--- src/sv/fmod_pkg.sv ---
// Package for the single-precision fmod block: constants, queue entry type, FSM states.
// No dependencies.
`default_nettype none
package fmod_pkg;
    localparam logic [31:0] SIGN_BIT       = 32'h8000_0000;
    localparam logic [31:0] MAG_MASK       = 32'h7fff_ffff;
    localparam logic [31:0] INF_PATTERN    = 32'h7f80_0000;
    localparam logic [31:0] LARGEST_FINITE = 32'h7f7f_ffff;
    localparam logic [31:0] QUIET_BIT      = 32'h0040_0000;
    localparam logic [31:0] DEFAULT_NAN    = 32'hffc0_0000;
    localparam int          QDEPTH         = 2;
    localparam int          QW             = $clog2(QDEPTH);

    // Work handed from the front part to the back part.
    typedef struct packed {
        logic        done;     // result already known
        logic [31:0] result;   // valid when done
        logic        sx;
        logic [9:0]  ex;       // signed exponents, offset range fits 10 bits
        logic [9:0]  ey;
        logic [23:0] mx;
        logic [23:0] my;
    } fmod_job_t;

    typedef enum logic [1:0] {
        B_IDLE, B_LOOP, B_NORM, B_PACK
    } back_state_t;

    // Position of the highest set bit of a nonzero 23-bit fraction.
    function automatic logic [4:0] top_bit(input logic [22:0] v);
        logic [4:0] p;
        p = 5'd0;
        for (int i = 0; i < 23; i++)
            if (v[i]) p = 5'(i);
        return p;
    endfunction
endpackage
`default_nettype wire

--- src/sv/fmod_front.sv ---
// Front part: classifies an item, handles special cases, unpacks operands.
// Depends on fmod_pkg.
`default_nettype none
module fmod_front import fmod_pkg::*; (
    input  wire logic [31:0] dividend_bits,
    input  wire logic [31:0] divisor_bits,
    output fmod_job_t        job
);
    logic [31:0] hx, hy;
    logic [4:0]  tx, ty;

    always_comb
    begin
        hx = dividend_bits & MAG_MASK;
        hy = divisor_bits & MAG_MASK;
        tx = top_bit(hx[22:0]);
        ty = top_bit(hy[22:0]);
        job = '0;
        job.sx = dividend_bits[31];
        if (hy == '0 || hx > LARGEST_FINITE || hy > INF_PATTERN)
        begin
            job.done = 1'b1;
            if (hx > INF_PATTERN)      job.result = dividend_bits | QUIET_BIT;
            else if (hy > INF_PATTERN) job.result = divisor_bits | QUIET_BIT;
            else                       job.result = DEFAULT_NAN;
        end
        else if (hx < hy)
        begin
            job.done = 1'b1;
            job.result = dividend_bits;
        end
        else if (hx == hy)
        begin
            job.done = 1'b1;
            job.result = dividend_bits & SIGN_BIT;
        end
        // Exponents kept biased-by-127 style: normal e = field, subnormal e = top-22.
        if (hx[30:23] == 8'd0)
        begin
            job.ex = 10'(tx) - 10'd22;
            job.mx = 24'(hx[22:0]) << (5'd23 - tx);
        end
        else
        begin
            job.ex = 10'(hx[30:23]);
            job.mx = {1'b1, hx[22:0]};
        end
        if (hy[30:23] == 8'd0)
        begin
            job.ey = 10'(ty) - 10'd22;
            job.my = 24'(hy[22:0]) << (5'd23 - ty);
        end
        else
        begin
            job.ey = 10'(hy[30:23]);
            job.my = {1'b1, hy[22:0]};
        end
    end
endmodule
`default_nettype wire

--- src/sv/fmod_queue.sv ---
// Short FIFO of jobs between front and back parts.
// Depends on fmod_pkg.
`default_nettype none
module fmod_queue import fmod_pkg::*; (
    input  wire logic      clk,
    input  wire logic      rst_n,
    input  wire logic      push,
    input  wire fmod_job_t din,
    input  wire logic      pop,
    output fmod_job_t      dout,
    output logic           empty,
    output logic           full
);
    fmod_job_t     mem_reg [QDEPTH];
    logic [QW:0]   wp_reg, rp_reg;

    assign empty = (wp_reg == rp_reg);
    assign full  = (wp_reg[QW-1:0] == rp_reg[QW-1:0]) && (wp_reg[QW] != rp_reg[QW]);
    assign dout  = mem_reg[rp_reg[QW-1:0]];

    always_ff @(posedge clk)
    begin
        if (push) mem_reg[wp_reg[QW-1:0]] <= din;
    end

    always_ff @(posedge clk or negedge rst_n)
    begin
        if (!rst_n)
        begin
            wp_reg <= '0;
            rp_reg <= '0;
        end
        else
        begin
            if (push) wp_reg <= wp_reg + (QW+1)'(1);
            if (pop)  rp_reg <= rp_reg + (QW+1)'(1);
        end
    end
endmodule
`default_nettype wire

--- src/sv/fmod_back.sv ---
// Back part: shift-and-subtract loop, renormalize, pack the result.
// Depends on fmod_pkg.
`default_nettype none
module fmod_back import fmod_pkg::*; (
    input  wire logic        clk,
    input  wire logic        rst_n,
    input  wire fmod_job_t   job,
    input  wire logic        avail,
    output logic             take,
    output logic             done,
    output logic [31:0]      remainder_bits
);
    back_state_t state_reg, state_next;
    logic [24:0] mx_reg, mx_next;
    logic [23:0] my_reg, my_next;
    logic [9:0]  n_reg, n_next, e_reg, e_next;
    logic        sx_reg, sx_next;
    logic [31:0] res_reg, res_next;
    logic        done_reg, done_next;
    logic [24:0] diff;
    logic [9:0]  sh;

    assign done = done_reg;
    assign remainder_bits = res_reg;

    always_ff @(posedge clk or negedge rst_n)
    begin
        if (!rst_n)
        begin
            state_reg <= B_IDLE;
            done_reg  <= 1'b0;
        end
        else
        begin
            state_reg <= state_next;
            done_reg  <= done_next;
        end
    end

    always_ff @(posedge clk)
    begin
        mx_reg  <= mx_next;
        my_reg  <= my_next;
        n_reg   <= n_next;
        e_reg   <= e_next;
        sx_reg  <= sx_next;
        res_reg <= res_next;
    end

    always_comb
    begin
        state_next = state_reg;
        mx_next = mx_reg; my_next = my_reg; n_next = n_reg; e_next = e_reg;
        sx_next = sx_reg; res_next = res_reg;
        done_next = 1'b0;
        take = 1'b0;
        diff = mx_reg - 25'(my_reg);
        sh = 10'd1 - e_reg;
        case (state_reg)
            B_IDLE:
            begin
                if (avail)
                begin
                    take = 1'b1;
                    sx_next = job.sx;
                    if (job.done)
                    begin
                        res_next = job.result;
                        done_next = 1'b1;
                    end
                    else
                    begin
                        mx_next = 25'(job.mx);
                        my_next = job.my;
                        n_next  = job.ex - job.ey;
                        e_next  = job.ey;
                        state_next = B_LOOP;
                    end
                end
            end
            B_LOOP:
            begin
                // one quotient bit per cycle; final step when count hits zero
                if (n_reg == 10'd0)
                begin
                    if (!diff[24]) mx_next = diff;
                    if (!diff[24] ? (diff == '0) : (mx_reg == '0))
                    begin
                        res_next = {sx_reg, 31'd0};
                        done_next = 1'b1;
                        state_next = B_IDLE;
                    end
                    else
                        state_next = B_NORM;
                end
                else if (diff[24])
                begin
                    mx_next = mx_reg << 1;
                    n_next = n_reg - 10'd1;
                end
                else if (diff == '0)
                begin
                    res_next = {sx_reg, 31'd0};
                    done_next = 1'b1;
                    state_next = B_IDLE;
                end
                else
                begin
                    mx_next = diff << 1;
                    n_next = n_reg - 10'd1;
                end
            end
            B_NORM:
            begin
                if (mx_reg[23]) state_next = B_PACK;
                else
                begin
                    mx_next = mx_reg << 1;
                    e_next = e_reg - 10'd1;
                end
            end
            B_PACK:
            begin
                // e_reg is biased; below 1 means subnormal
                if (!e_reg[9] && e_reg != 10'd0)
                    res_next = {sx_reg, e_reg[7:0], mx_reg[22:0]};
                else if (sh > 10'd31)
                    res_next = {sx_reg, 31'd0};
                else
                    res_next = {sx_reg, 31'(mx_reg[23:0] >> sh[4:0])};
                done_next = 1'b1;
                state_next = B_IDLE;
            end
            default: state_next = B_IDLE;
        endcase
    end
endmodule
`default_nettype wire

--- src/sv/fp32_remainder_fmod.sv ---
// Single-precision fmod. Special cases take their result from the front part; other items
// pass a take step, one quotient bit per cycle over the exponent difference plus a final
// step, renormalize steps and one pack step. The back part ends each item before taking
// the next. busy rises while the 2-entry job queue is full. Reset is asynchronous,
// active low; it empties the queue and idles the back part. The receiver cannot stall done.
`default_nettype none
module fp32_remainder_fmod import fmod_pkg::*; (
    input  wire logic        clk,
    input  wire logic        rst_n,
    input  wire logic        start,
    output logic             busy,
    input  wire logic [31:0] dividend_bits,
    input  wire logic [31:0] divisor_bits,
    output logic             done,
    output logic [31:0]      remainder_bits
);
    fmod_job_t fjob, qjob;
    logic empty, full, take;

    // classify and unpack in the front part
    fmod_front u_front (.dividend_bits, .divisor_bits, .job(fjob));

    assign busy = full;

    // hold jobs until the back part is free
    fmod_queue u_queue (
        .clk, .rst_n, .push(start && !full), .din(fjob),
        .pop(take), .dout(qjob), .empty, .full
    );

    // advance the remainder loop
    fmod_back u_back (
        .clk, .rst_n, .job(qjob), .avail(!empty), .take,
        .done, .remainder_bits
    );
endmodule
`default_nettype wire

--- config.mk ---
export PLATFORM = sky130hd
export DESIGN_NAME = fp32_remainder_fmod
export DESIGN_NICKNAME = d
export VERILOG_FILES = /design/src/sv/fmod_pkg.sv /design/src/sv/fmod_front.sv /design/src/sv/fmod_queue.sv /design/src/sv/fmod_back.sv /design/src/sv/fp32_remainder_fmod.sv
export SDC_FILE = /design/constraint.sdc
export NUM_CORES = 1
export LEC_CHECK = 0
export ABC_AREA = 1
export BUFFER_PORTS_ARGS = -buffer_cell sky130_fd_sc_hd__buf_2
export CAP_MARGIN = 20
export CORE_MARGIN = 2
export CORE_UTILIZATION = 40
export DETAILED_ROUTE_END_ITERATION = 6
export GPL_TIMING_DRIVEN = 0
export RECOVER_POWER = 50
export SLEW_MARGIN = 20
export SYNTH_ARGS = -nofsm -noshare
export SYNTH_HDL_FRONTEND = slang
export SYNTH_HIERARCHICAL = 1
export SYNTH_SLANG_ARGS = --single-unit
--- constraint.sdc ---
create_clock -name clk -period 7.9 [get_ports clk]
set_clock_uncertainty 0.1 [all_clocks]
set_input_delay 1.58 -clock clk [delete_from_list [all_inputs] [get_ports clk]]
set_output_delay 1.58 -clock clk [all_outputs]
set_load 0.005 [all_outputs]
Word level (Yosys, flattened, before mapping). Memories as Yosys holds them, arrays and structs flattened. Index checks and enable logic that the tools add are counted. W data, S select, Z words.

Register bits after elaboration: 109. Bits in latches: 0. RAM bits: 204. ROM bits: 0. Input bits: 67. Output and inout port bits: 34. Logic and storage cells: 179. Memories kept: 1.

Memories: u_queue.mem_reg (words 2, width 102, read ports 1, clocked after Yosys merged registers in 0, wr ports 1, RTL line fmod_queue.sv:14) `fmod_job_t mem_reg [QDEPTH];`.

Add/subtract/negate cells: 11. Multiply operators: 0. Div/mod/pow operators: 0. $lt $le $gt $ge: 5. Equality and inequality tests: 19. Shift-type cells: 3. Muxes and demuxes: 100. Bitwise operators: 2. Reduce and logical (&&, ||, !) cells: 27.

Operators with widths (count): $mux W32 (8); $mux W25 (7); $mux W5 (28); $mux W10 (10); $mux W33 (3); $pmux W32 S3 (1); $gt A31 B31 Y1 const B (3); $pmux W25 S3 (1); $mux W31 (2); $logic_not A25 Y1 (2); $mux W24 (2); $shl A23 B5 Y24 (2); $pmux W10 S2 (2); $logic_not A32 Y1 (1); $mux W4 (8); $eq A31 B31 Y1 (1); $lt A31 B31 Y1 (1); $shr A24 B5 Y31 (1); $sub A25 B24 Y25 (1); $sub A10 B1 Y10 const B (2); $mux W2 (9); $logic_not A8 Y1 (2); $reduce_and A5 Y1 (3); $mux W1 (13); 33 further kinds (54).

Longest topological paths before layout. Gate-level depths: netlist of the first run.

Depth after elaboration: 25. Depth in mapped cells: 32. Gate-level depth less buffers: 31.

Modules after synthesis. The synthesis of the first run kept the hierarchy.

By module, submodules not included: fmod_back (instances 1, cells an instance 1331, area an instance 9193.8 um^2, seq. area each 3138.0 um^2); fmod_queue (instances 1, cells an instance 561, area an instance 7663.6 um^2, seq. area each 6226.0 um^2); fmod_front (instances 1, cells an instance 942, area an instance 4660.7 um^2, seq. area each 0.0 um^2); fp32_remainder_fmod (instances 1, cells an instance 3, area an instance 13.8 um^2, seq. area each 0.0 um^2).

Least setup slack after synthesis of the first run. Ideal clock, no wire load.

Path kind: input -> register. From: in start. To: mem u_queue/mem_reg[0][0] in the netlist's numbering, enable pin. Library setup time: 0.566 ns. Data arrival time: 6.059 ns. Data required time: 7.234 ns. Path slack: 1.176 ns. Stages on the path: 4. Path buffers: 0. Path through: inv_1 -> nor2_2 -> inv_1 -> nor2_1.

Cells in the longest elaborated chain, start to end: 3.

RTL lines: start, declared (RTL line fp32_remainder_fmod.sv:10) `input wire logic start,`; $logic_and A1 B1 Y1 (RTL line fp32_remainder_fmod.sv:27) `.clk, .rst_n, .push(start && !full), .din(fjob),`; $mux W1 (RTL line fmod_queue.sv:23) `if (push) mem_reg[wp_reg[QW-1:0]] <= din;`; $mux W1 (not written as such) (RTL line fmod_queue.sv:23); end, declared (RTL line fmod_queue.sv:14).

Every way passes these cells.

Worst setup path after layout of the first run.
From: reg u_queue.rp_reg[0]. To: mem u_queue/mem_reg[0][6] in the netlist's numbering, enable pin.

Cells in the longest elaborated chain, start to end: 6.

RTL lines: start, declared (RTL line fmod_queue.sv:15) `logic [QW:0] wp_reg, rp_reg;`; start signal, assigned (RTL line fmod_queue.sv:36) `if (pop) rp_reg <= rp_reg + (QW+1)'(1);`; $eq A1 B1 Y1 (RTL line fmod_queue.sv:18) `assign full = (wp_reg[QW-1:0] == rp_reg[QW-1:0]) && (wp_reg[QW] != rp_reg[QW]);`; $logic_and A1 B1 Y1 (RTL line fmod_queue.sv:18); $logic_not A1 Y1 (RTL line fp32_remainder_fmod.sv:27); $logic_and A1 B1 Y1 (RTL line fp32_remainder_fmod.sv:27); $mux W1 (RTL line fmod_queue.sv:23); $mux W1 (not written as such) (RTL line fmod_queue.sv:23).

Every way passes these cells.

==> results of run 1 <==
## final timing paths
kind	endpoint	slack (ns)	startpoint	depth (start not counted)
min in group asynchronous	asynchronous set/reset pin	0.87	rst_n	1
worst min register to register	u_back/my_reg[16]$_DFFE_PP_	0.41	u_queue/mem_reg[0][16]$_DFFE_PP_	2
worst min-delay path	u_back/my_reg[16]$_DFFE_PP_	0.41	u_queue/mem_reg[0][16]$_DFFE_PP_	2
worst max-delay path	u_queue/mem_reg[0][6]$_DFFE_PP_	2.18	u_queue/rp_reg[0]$_DFFE_PN0P_	11
max in group asynchronous	u_queue/rp_reg[0]$_DFFE_PN0P_	6.42	rst_n	1
worst max register to register	u_queue/mem_reg[0][6]$_DFFE_PP_	2.18	u_queue/rp_reg[0]$_DFFE_PN0P_	11
## power groups by stage
stage	logic, mW	clock network (mW)	registers (mW)
after global routing	6.58	1.48	3.10
final	5.95	1.38	3.05
after detailed placement	5.92	0	3.06
after global placement	5.79	0	3.13
after floorplan	3.99	0	2.97
after CTS	5.95	1.41	3.02
## cells by family after synthesis
logic type                 after synthesis  share of synthesized area [%]
and+or+nand+nor                       1564                           30.6
AOI/OAI and AO/OA                      410                           11.4
adders and majority gates               79                           4.66
buffers and inverters                  444                           8.75
DFF                                    313                           43.5
xor gates and xnor gates                17                          0.692
muxes                                   10                          0.471
## placed cells by master (no fill, tap or decap), types with 5 or more instances in the layout
cell	n
sky130_fd_sc_hd__nand2_1	1027
sky130_fd_sc_hd__inv_1	309
sky130_fd_sc_hd__edfxtp_1	306
sky130_fd_sc_hd__nand3_1	255
sky130_fd_sc_hd__o21ai_0	160
sky130_fd_sc_hd__nor2_1	159
sky130_fd_sc_hd__buf_2	113
sky130_fd_sc_hd__clkbuf_1	88
sky130_fd_sc_hd__ha_1	77
sky130_fd_sc_hd__a21oi_1	76
sky130_fd_sc_hd__nand4_1	33
sky130_fd_sc_hd__o22ai_1	32
sky130_fd_sc_hd__o221ai_1	32
sky130_fd_sc_hd__clkbuf_16	31
sky130_fd_sc_hd__nand2_2	26
sky130_fd_sc_hd__o211ai_1	25
sky130_fd_sc_hd__o21ai_1	24
sky130_fd_sc_hd__a31oi_1	16
sky130_fd_sc_hd__nor3_1	16
sky130_fd_sc_hd__buf_6	15
sky130_fd_sc_hd__xor2_1	14
sky130_fd_sc_hd__buf_4	12
sky130_fd_sc_hd__clkinv_1	10
sky130_fd_sc_hd__buf_1	9
sky130_fd_sc_hd__nor2_2	9
sky130_fd_sc_hd__mux2i_1	9
sky130_fd_sc_hd__o2111ai_1	9
sky130_fd_sc_hd__nand3b_1	8
sky130_fd_sc_hd__nand3_2	8
sky130_fd_sc_hd__nor4_1	8
sky130_fd_sc_hd__inv_2	7
sky130_fd_sc_hd__o311ai_1	7
sky130_fd_sc_hd__dfrtp_1	7
sky130_fd_sc_hd__nand2_4	6
sky130_fd_sc_hd__clkinv_2	5
## metrics by stage
stage          utilization, %  TNS [ns]  instances  total power, mW  hold slack, ns
2_1_floorplan               -         0       2837             6.96           0.387
3_3_place_gp             42.8   -152.52       3633             8.92           0.398
3_5_place_dp             43.2         0       3643             8.98           0.404
4_1_cts                  44.9         0       3696             10.4           0.417
5_1_grt                  44.6         0       3696             11.2           0.443
6_report                 44.6         0       3696             10.4           0.414
## routing by layer
layer	GRT usage, %	wire, um
met3	2.64	5580
met4	10.8	3390
met5	0	13
met2	44.7	35800
met1	37.8	33600
## final cells by class
type	instances	area [um^2]
plain buffers	122	639
multi-input cells	2080	10300
inverters	322	1210
flip-flops and latches	313	9360
clock buffers	38	802
fillers	5484	29600
well taps	696	871
clock inverters	15	129
repair buffers	110	566
## worst register-to-register path, delay by kind of cell (launching register included)
kind	cells	cell delay, ns
buffers and inverters	6	3.26
AND/OR/NAND/NOR	5	1.60
flip-flops	1	0.36
==> Flow_metrics.wiki, run 1 <==
{| class="wikitable"
! Metric !! Value
|-
| Outcome || complete, but fails checks
|-
| Violations in the final reports || capacitance limit, slew limit
|-
| Worst VDD drop || 0.190 mV
|-
| Clock slew at reported path FFs || 0.06 ns
|-
| Nets || 3126
|-
| Worst EP required || roughly 8 ns
|-
| Initial Util || roughly 40%
|-
| Chip height || 236 um
|-
| Syn nets || 2983
|-
| Clock root buffer || sky130_fd_sc_hd__clkbuf_16
|-
| Sum of routed wire length over all layers || a little under 80000 um
|-
| Cell with the largest stage delay on the worst path || sky130_fd_sc_hd__clkbuf_1
|-
| Finish-stage setup viols || 0
|-
| Internal power consumption || 5.22 mW
|-
| Post-route DRC || 0
|-
| Total of warnings raised by yosys || 6
|-
| Largest driver fanout on the critical path || 25
|-
| Setup crit start kind || flop
|-
| Post-synthesis instance area || around 22000 um^2
|-
| Top cells by area in the synthesized netlist || sky130_fd_sc_hd__edfxtp_1 43%, sky130_fd_sc_hd__nand2_1 18%, sky130_fd_sc_hd__nand3_1 5.9%
|-
| Final hold viol count || 0
|-
| Setup repair after global routing missed its margin || no
|-
| Number of hold-repair buffers added at the cts stage || 0
|-
| Cts repair resizes || 0
|-
| Core footprint || 53500 um^2
|-
| Vias in the first global route || 19100
|-
| Sort of element at the end of the critical path || flop
|-
| Crit-path cells || clkbuf_1 -> inv_1 -> clkbuf_1 -> nand2_1 -> nand2_1 -> nor2_1 -> nor2_1 -> inv_1 -> nor2_1 -> clkbuf_1 -> clkbuf_1
|-
| Cell type with the highest aggregate area in the netlist || sky130_fd_sc_hd__edfxtp_1
|-
| Post-route clock period utilization || 72.4%
|-
| Post-synthesis async set-or-reset flop share || 2.24%
|-
| Max-slew violation count || a little over 100
|-
| Most used flip-flop cell after synthesis || sky130_fd_sc_hd__edfxtp_1
|-
| Clock network fraction of total power || 13.3%
|-
| Buffers inserted by post-CTS timing repair || 0
|-
| Cell with the most instances after synthesis || sky130_fd_sc_hd__nand2_1
|-
| Switching power total || 5.16 mW
|-
| Placed Instance Area || 23100 um^2
|-
| Final Instance Area || approximately 24000 um^2
|-
| Overall die area || around 56000 um^2
|-
| Starting DRT DRC Count || 2301
|-
| Worst setup slack after layout || around 2.2 ns
|-
| Total global routing overflow || 0
|-
| TritonCTS clock tree || yes
|-
| Areal power density over the cells || approximately 430 nW/um^2
|-
| Antenna violations before repair || 1
|-
| Most numerous cell types in the synthesized netlist || 1027 x sky130_fd_sc_hd__nand2_1, 309 x sky130_fd_sc_hd__inv_1, 306 x sky130_fd_sc_hd__edfxtp_1
|-
| Most common cell type on the critical path || sky130_fd_sc_hd__clkbuf_1
|-
| Sequential-to-total area share from yosys stat || 43.5%
|-
| Fraction of layout cells with a size suffix above 1 || 8.47%
|-
| Overall via count from detail_route || 20600
|-
| Max-cap check violation count || 3
|-
| Routed via count divided by cell count || ~5.6
|-
| Max H-tree Level || 1
|-
| Data arrival time of the critical path || 5.80 ns
|-
| Critical path buffer and inverter count || 6
|-
| Worst-margin pin slew || 2.45 ns
|-
| Mean instance size in the synthesized netlist || 7.59 um^2
|-
| Part of the total power dissipated in combinational logic || a little under three fifths
|-
| HP Class || flop to flop
|-
| Clock sinks || 313
|-
| Post-Place Worst Slack || between 2 and 3 ns
|-
| Count of buffers inserted at the top-level ports || 100
|-
| Stage delay of the slowest cell on the critical path || 1.10 ns
|-
| Wire length of the first global-routing pass || 117000 um
|-
| Std cell rows || 85
|-
| Number of library cell types mapped by synthesis || 57
|-
| Leakage power of the design || 10.7 nW
|-
| Chip Width || 236 um
|-
| Maximum count of clock buffers along a single path || 3
|-
| Cell family with the largest share of critical-path delay || buffers and inverters
|-
| Fraction of power spent switching nets || between 40% and 50%
|-
| Sum of net half-perimeters after detailed placement || 62200 um
|-
| Relative slew margins || -64.0%
|-
| Share of Yosys cell area claimed by the top area cell type || a little over two fifths
|-
| Crit Path Class || flop to flop
|-
| Post-synthesis register bit count || approximately 310
|-
| First drt pass iteration count || 6
|-
| CTS buffer count || 31
|-
| Pin count of the biggest net entering global routing || 53
|-
| GP Congestion || around 0.98
|-
| Max FFs per register || about 200
|-
| Sequential fraction of design power || 29.3%
|-
| Highest achievable clock rate || 0.175 GHz
|-
| Number of standard cells after synthesis || 2837
|-
| Minimum clock period after layout || 5.72 ns
|-
| Number of flops mapped to enable cells by yosys || 306
|-
| Diodes inserted || 0
|-
| Top-level port count || 101
|-
| WL/cell || 21.2 um
|-
| Antenna Violating Nets Remaining || 0
|-
| P&R area growth vs syn || 10.9%
|-
| Tot GR Track Use || 27.5%
|-
| Insertion delay of the later-clocked pin in the worst-skew pair || 0.59 ns
|}
Note: power is estimated with default switching activity, not from simulation.
==> run 2: changes to the inputs <==
==> constraint.sdc (replaced) <==
create_clock -name clk -period 5.14 [get_ports clk]
set_clock_uncertainty 0.1 [all_clocks]
set_input_delay 1.028 -clock clk [delete_from_list [all_inputs] [get_ports clk]]
set_output_delay 1.028 -clock clk [all_outputs]
set_load 0.005 [all_outputs]
==> run 2 against run 1 <==
  * Hold slack got worse by 0.10 ns
  * Critical endpoint is now u_back/remainder_bits[3]$_DFFE_PP_
  * Largest cell class unchanged
  * Routed wire length is 0.40% lower
  * Clock power increased by 63%
  * The flow finishes with violations (DRC, capacitance limit, slew limit)
  * Final cell count about the same
  * Non-clock buffer count grew 1
  * Via count increased by 0.72%
  * First-iteration DRC count up 4.3%
  * Global-route usage is 0.057 points lower
==> Flow_metrics.wiki, run 2 (synthesis gave the netlist of run 1 again) <==
{| class="wikitable"
! Metric !! Value
|-
| Chip height || 236 um
|-
| Crit Path Class || flop to flop
|-
| HP Class || input pin to asynchronous set/reset pin
|-
| Number of hold-repair buffers added at the cts stage || 0
|-
| Clock sinks || 313
|-
| Post-route DRC || 15
|-
| Highest achievable clock rate || 0.224 GHz
|-
| Setup repair after global routing missed its margin || no
|-
| Beginning of the worst register-to-register path || u_back/e_reg[1]$_DFFE_PP_
|-
| GP Congestion || 0.994
|-
| Most frequent cells in the layout || 1029 x sky130_fd_sc_hd__nand2_1, 309 x sky130_fd_sc_hd__inv_1, 306 x sky130_fd_sc_hd__edfxtp_1, 255 x sky130_fd_sc_hd__nand3_1, 160 x sky130_fd_sc_hd__o21ai_0
|-
| Sum of routed wire length over all layers || 78000 um
|-
| Max-cap check violation count || 1
|-
| Worst setup path startpoint || u_back/e_reg[1]$_DFFE_PP_
|-
| Overall die area || 55700 um^2
|-
| Fraction of layout cells with a size suffix above 1 || 8.62%
|-
| Cts repair resizes || 0
|-
| Setup tns final || 0 ns
|-
| Tot GR Track Use || 27.4%
|-
| WL/cell || around 21 um
|-
| Top-level port count || 101
|-
| Clock root buffer || sky130_fd_sc_hd__clkbuf_16
|-
| Wire length of the first global-routing pass || 117000 um
|-
| First drt pass iteration count || 7
|-
| Chip Width || 236 um
|-
| Finish-stage setup viols || 0
|-
| Worst VDD drop || ~0.34 mV
|-
| Core footprint || between 50000 and 60000 um^2
|-
| Outcome || complete, but fails checks
|-
| Total global routing overflow || 0
|-
| Count of buffers inserted at the top-level ports || 100
|-
| Global Route met1 Usage || 37.2%
|-
| Leakage power of the design || 10.8 nW
|-
| Layer carrying the most global-route usage || met2
|-
| Antenna Violating Nets Remaining || 0
|-
| Relative slew margins || -1.16%
|-
| Vias in the first global route || ~19000
|-
| Routed via count divided by cell count || 5.61
|-
| Endpoint of the worst register-to-register path || u_back/remainder_bits[3]$_DFFE_PP_
|-
| TritonCTS clock tree || yes
|-
| Worst-margin pin slew || about 1.5 ns
|-
| Sort of element at the end of the critical path || flop
|-
| Antenna violations before repair || 0
|-
| Overall via count from detail_route || 20700
|-
| Final hold viol count || 0
|-
| Post-route clock period utilization || between 80% and 90%
|-
| Global routing met2 resource utilization || 44.6%
|-
| Worst EP required || 5.34 ns
|-
| Crit-path cells || clkbuf_1 -> clkinv_1 -> clkbuf_1 -> clkbuf_1 -> ha_1 -> inv_1 -> nor2_1 -> inv_1 -> nor2_1 -> nand3_1 -> nor2_1 -> nor2_1 -> nor2_1 -> nand2_1 -> o311ai_0
|-
| Pin count of the biggest net entering global routing || 54
|-
| Cell with the largest stage delay on the worst path || sky130_fd_sc_hd__o311ai_0
|-
| Insertion delay of the later-clocked pin in the worst-skew pair || 0.59 ns
|-
| Areal power density over the cells || 670 nW/um^2
|-
| Std cell rows || 85
|-
| Largest driver fanout on the critical path || 11
|-
| Max-slew violation count || 25
|-
| Maximum count of clock buffers along a single path || 3
|-
| Final Instance Area || 23900 um^2
|-
| Placed Instance Area || 23100 um^2
|-
| Clock slew at reported path FFs || roughly 0.070 ns
|-
| Capture point of the worst path || u_back/remainder_bits[3]$_DFFE_PP_
|-
| Sum of net half-perimeters after detailed placement || 61700 um
|-
| P&R area growth vs syn || 11.2%
|-
| Filler cell count in the final layout || 5500
|-
| Buffers inserted by post-CTS timing repair || 0
|-
| Max H-tree Level || 1
|-
| Nets || 3127
|-
| Most common cell type on the critical path || sky130_fd_sc_hd__nor2_1
|-
| Met3 demand-to-capacity share in global routing || approximately 3.1%
|-
| Starting DRT DRC Count || between 2000 and 2500
|-
| Setup crit start kind || flop
|-
| Stage delay of the slowest cell on the critical path || 0.63 ns
|-
| Data arrival time of the critical path || ~4.7 ns
|-
| Minimum clock period after layout || 4.46 ns
|-
| Violations in the final reports || DRC, capacitance limit, slew limit
|-
| R2r setup slk || between 0.6 and 0.7 ns
|-
| Diodes inserted || 0
|-
| Worst R2R Path Depth || 15
|-
| Most common library cell in the layout ignoring fill and taps || sky130_fd_sc_hd__nand2_1
|-
| Initial Util || 40.3%
|-
| CTS buffer count || 31
|-
| Max FFs per register || ~200
|}
## run 2: cell count changes in the layout (fill, tap and decap cells not counted), sizes merged
cell	change
clkinv	-6
clkbuf	+2
dlymetal6s4s	+1
buf	+3
bufinv	+1
inv	+2
## run 2: layer usage
| layer | wire length [um] | vias up | share of wire (%) |
|---|---|---|---|
| met2 | 35200 | 1016 | 45 |
| met5 | 0 | - | 0 |
| li1 | - | 9818 | - |
| met4 | 3600 | 0 | 4.6 |
| met3 | 5980 | 207 | 7.7 |
| met1 | 33300 | 9705 | 43 |
## run 2: worst min-delay path by stage
| stage | cells past startpoint | end | slack (ns) | start |
|---|---|---|---|---|
| 6_report | 1 | u_back/done$_DFF_PN0_ | 0.31 | rst_n |
| 5_1_grt | 1 | u_back/done$_DFF_PN0_ | 0.32 | rst_n |
| 4_1_cts | 1 | u_back/done$_DFF_PN0_ | 0.16 | rst_n |
| 3_5_place_dp | 2 | u_back/my_reg[20]$_DFFE_PP_ | 0.40 | u_queue/mem_reg[0][20]$_DFFE_PP_ |
| 3_3_place_gp | 2 | u_back/my_reg[20]$_DFFE_PP_ | 0.40 | u_queue/mem_reg[0][20]$_DFFE_PP_ |
| 2_1_floorplan | 2 | u_back/my_reg[0]$_DFFE_PP_ | 0.39 | u_queue/mem_reg[0][0]$_DFFE_PP_ |
## run 2: stage by stage
stage	setup WS [ns]	utilization, %	hold slack, ns	total power [mW]	instances
2_1_floorplan	0.724	-	0.387	10.7	2837
3_3_place_gp	-0.870	42.8	0.398	13.6	3633
3_5_place_dp	0.518	43.2	0.396	13.8	3644
4_1_cts	1.13	45.0	0.163	16.1	3699
5_1_grt	0.414	44.8	0.317	17.3	3699
6_report	0.679	44.8	0.312	16.0	3699
## run 2: area by class of cell
| type | count | area (um^2) | area share [%] |
|---|---|---|---|
| tap | 696 | 871 | 3.64 |
| multi-input combinational | 2080 | 10300 | 42.9 |
| sequential | 313 | 9360 | 39.1 |
| inverter | 322 | 1210 | 5.07 |
| clock buffer | 43 | 841 | 3.51 |
| buffer | 122 | 638 | 2.66 |
| clock inverter | 12 | 145 | 0.606 |
| timing repair buffer | 111 | 591 | 2.47 |
## run 2: where the power goes
| part | leakage [nW] | internal (mW) | total (mW) | switching, mW |
|---|---|---|---|---|
| registers | 2.97 | 4.14 | 4.68 | 0.539 |
| logic | 7.33 | 2.68 | 9.12 | 6.44 |
| clock network | 0.475 | 1.29 | 2.25 | 0.959 |
| total | 10.8 | 8.11 | 16.0 | 7.94 |
## run 2: worst max-delay path, delay by kind of cell, from the launching register on
kind	cells	cell delay, ns
simple gates	7	1.33
flops	1	0.38
compound gates	1	0.63
fa+ha+maj	1	0.30
buf+inv	6	1.44
